`src/rtl/oomr_ram.sv`:
```
// Generic simple dual-port RAM with one write port and one registered read port.
module oomr_ram #(
  parameter int WIDTH = 8,
  parameter int DEPTH = 16
) (
  input  logic                     clk,
  input  logic                     we,
  input  logic [$clog2(DEPTH)-1:0] waddr,
  input  logic [WIDTH-1:0]         wdata,
  input  logic [$clog2(DEPTH)-1:0] raddr,
  output logic [WIDTH-1:0]         rdata
);

  logic [WIDTH-1:0] mem [DEPTH];

  always_ff @(posedge clk) begin
    if (we) begin
      mem[waddr] <= wdata;
    end
    rdata <= mem[raddr];
  end

endmodule

```
`config.mk`:
```
export PLATFORM = sky130hd
export DESIGN_NAME = oomr_ram
export DESIGN_NICKNAME = d
export VERILOG_FILES = /design/src/rtl/oomr_ram.sv
export SDC_FILE = /design/constraint.sdc
export NUM_CORES = 1
export LEC_CHECK = 0
export BUFFER_PORTS_ARGS = -buffer_cell sky130_fd_sc_hd__buf_2
export CAP_MARGIN = 20
export CORE_MARGIN = 10
export CORE_UTILIZATION = 50
export DETAILED_ROUTE_END_ITERATION = 8
export PLACE_DENSITY = 0.67
export SLEW_MARGIN = 20
export SYNTH_ARGS = -nofsm -noshare
export SYNTH_HDL_FRONTEND = slang
export SYNTH_SLANG_ARGS = --single-unit
export TNS_END_PERCENT = 50
```
`constraint.sdc`:
```
create_clock -name clk -period 3.09 [get_ports clk]
set_input_delay 0.4635 -clock clk [delete_from_list [all_inputs] [get_ports clk]]
set_output_delay 0.4635 -clock clk [all_outputs]
set_load 0.01 [all_outputs]
```
==> impl_metrics.tcl <==
set metrics [dict create \
    crit_path_top_delay_cell "mux4_1" \
    dieArea_um2 14800 \
    syn-cell-area_um2 5150 \
    grt_util_all_layers_pct 14.0 \
    cts_resized 0 \
    area_growth_pct 17.5 \
    setup_tns_ns 0 \
    async_flop_share_pct 0 \
    finalHoldViolCount 0 \
    gp_congestion 0.744 \
    avgSynthCellArea_um2 22.5 \
    timing.max_cap.violations 0 \
    drive_gt1_share_pct 29.7 \
    max_freq_ghz 0.620 \
    drtIter0Drc 160 \
    final-max-slew-violation-count 0 \
    cts_hold_buf 0 \
    die_w_um 121 \
    port_buffers 25 \
    grt_pass1_wl_um 14800 \
    ir_drop_v 0.000385 \
    ys_ff_latch 136 \
    worstSkewPairLatency_ns 0.52 \
    core_um2 9910 \
    via_per_inst 5.64 \
    ys_warn_count 0 \
    h-tree-depth 4 \
    cts-buffers-inserted 17 \
    startpoint_type "primary input" \
    cts_tree "yes" \
    yosys.cell_count.top_type "edfxtp_1" \
    globalRoute.totalOverflow 0 \
    drt_wl_total_um 9530 \
    cts_setup_buffers 0 \
    critical-path-max-stage-delay_ns 0.57 \
    status "complete, no violations" \
    cts-root-buf "clkbuf_8" \
    crit_fanout 25 \
    clock_path_buffers 2 \
    yosys-top-cells-count "edfxtp_1, mux4_2, a22oi_1" \
    worstPathArrival_ns 2.01 \
    die_h_um 121 \
    finalInstanceArea_um2 6050 \
    detail-route-antenna-nets 0 \
    place_hpwl_um 6180 \
    path_cells "buf_2 -> buf_12 -> mux4_1 -> a22oi_1 -> nand2_1" \
    yosysTopAreaCell "edfxtp_1" \
    seq_area_frac_synth_pct 77.8 \
    slew_headroom_pct 36.1 \
    vias 2363 \
    io_pins 26 \
    avgRoutedWirePerCell_um 22.8 \
    nets 291 \
    cp-end-kind "flip-flop" \
    rows 36 \
    dpl.cell_count 387 \
    synthCells 229 \
    cts.sinks 136 \
    clkSlewWorstSetupHoldPaths_ns 0.07 \
    antenna_found_initial 0 \
    setup_viol 0 \
    grt_pass1_vias 2506 \
    yosysTopAreaCellShare_pct 74.7 \
    hp-class "in -> reg" \
    power.total_mw 4.29 \
    clock_skew_ns 0.00585 \
    worstMarginPinSlew_ns 0.955 \
    syn_nets 247 \
    yosys-top-cells-area "edfxtp_1, mux4_2, mux4_1" \
    diodes 0 \
    p_per_area_nw_per_um2 709 \
    critPathKind "in -> reg" \
    r2r_slack_ns 1.68 \
    finalCritPeriodShare_pct 52.2 \
    synth.distinct_cells 19 \
    grt_max_degree 26 \
    initial_core_util_pct 51.9 \
    cellLeakagePower_nw 2.04 \
    nFillCells 695 \
    period_minus_slack_ns 1.61 \
    synth-main-ff-cell "edfxtp_1" \
    drc 0 \
    placed_area_um2 5440 \
    synth_edf_count 128 \
    worstPathRequired_ns 3.49 \
    grt_setup_unrepaired "false" \
    drtPass1Iterations 4 \
    fin_cells 419 \
]
==> final cells by class <==
type,instances,area [µm²],share of cell area (%)
sequential,136,4000,66.2
multi-input combinational,83,1060,17.5
clock buffer,18,418,6.91
timing repair buffer,35,213,3.52
clock inverter,14,188,3.10
tap,133,166,2.75
==> path summary, 6_finish.rpt <==
check | from | to | depth (start not counted)
worst max-delay path | raddr[0] | rdata[2]$_DFF_P_ | 5
worst max register to register | mem[0][2]$_DFFE_PP_ | rdata[2]$_DFF_P_ | 3
worst min register to register | mem[12][1]$_DFFE_PP_ | rdata[1]$_DFF_P_ | 3
worst min-delay path | wdata[3] | mem[7][3]$_DFFE_PP_ | 1
==> worst max-delay path, delay by kind of cell <==
kind                   cells  cell delay (ns)
AOI/OAI and AO/OA          1             0.33
buffers and inverters      2             0.53
muxes                      1             0.57
and+or+nand+nor            1             0.10
==> layout by cell type (no fill, tap or decap) <==
master      count
mux4_2         18
and2_1          1
clkbuf_16      16
nand3_1         1
nor2b_1         1
dfxtp_1         8
nand3b_1        2
bufinv_16       3
clkbuf_8        1
clkinv_4        4
buf_4           9
nand2_1         9
nand2b_1        2
clkinvlp_4      1
and2b_1         1
nor2_1         13
buf_12          1
inv_8           1
a22oi_1        16
clkbuf_1        1
nor3_1          4
mux4_1         14
inv_6           5
buf_2          25
edfxtp_1      128
or3b_2          1
==> logic make-up after synthesis <==
group | share of synthesized area, %
DFF | 77.8
and+or+nand+nor | 3.18
muxes | 15.0
buffers and inverters | 1.68
AOI/OAI and AO/OA | 2.33
==> flip-flops by register name, summed over array words and instances, names as in the netlist <==
register and cells:
mem 128, rdata 8
==> per-stage QoR <==
step                      util, %  setup slack [ns]  hold WS (ns)
after floorplan                 -              1.13         0.562
after global placement       54.9             0.919         0.656
final                        61.0              1.48         0.320
after detailed placement     54.9             0.921         0.662
after CTS                    61.0              1.46         0.308
after global routing         61.0              1.41         0.321
==> metal layers <==
layer	part of all wire (%)	vias up	global-route usage, %
met3	6.2	14	4.23
li1	-	1068	-
met1	44	1210	18.7
met4	1.8	0	5.59
met5	0	-	0
met2	48	71	21.0
==> report_power, final <==
part | internal, mW | total (mW) | leakage [nW] | switching, mW
logic | 0.0783 | 0.187 | 0.527 | 0.109
clock network | 1.25 | 2.03 | 0.293 | 0.777
registers | 2.06 | 2.07 | 1.22 | 0.0118
No activity file was read; power rests on OpenSTA's default activity.
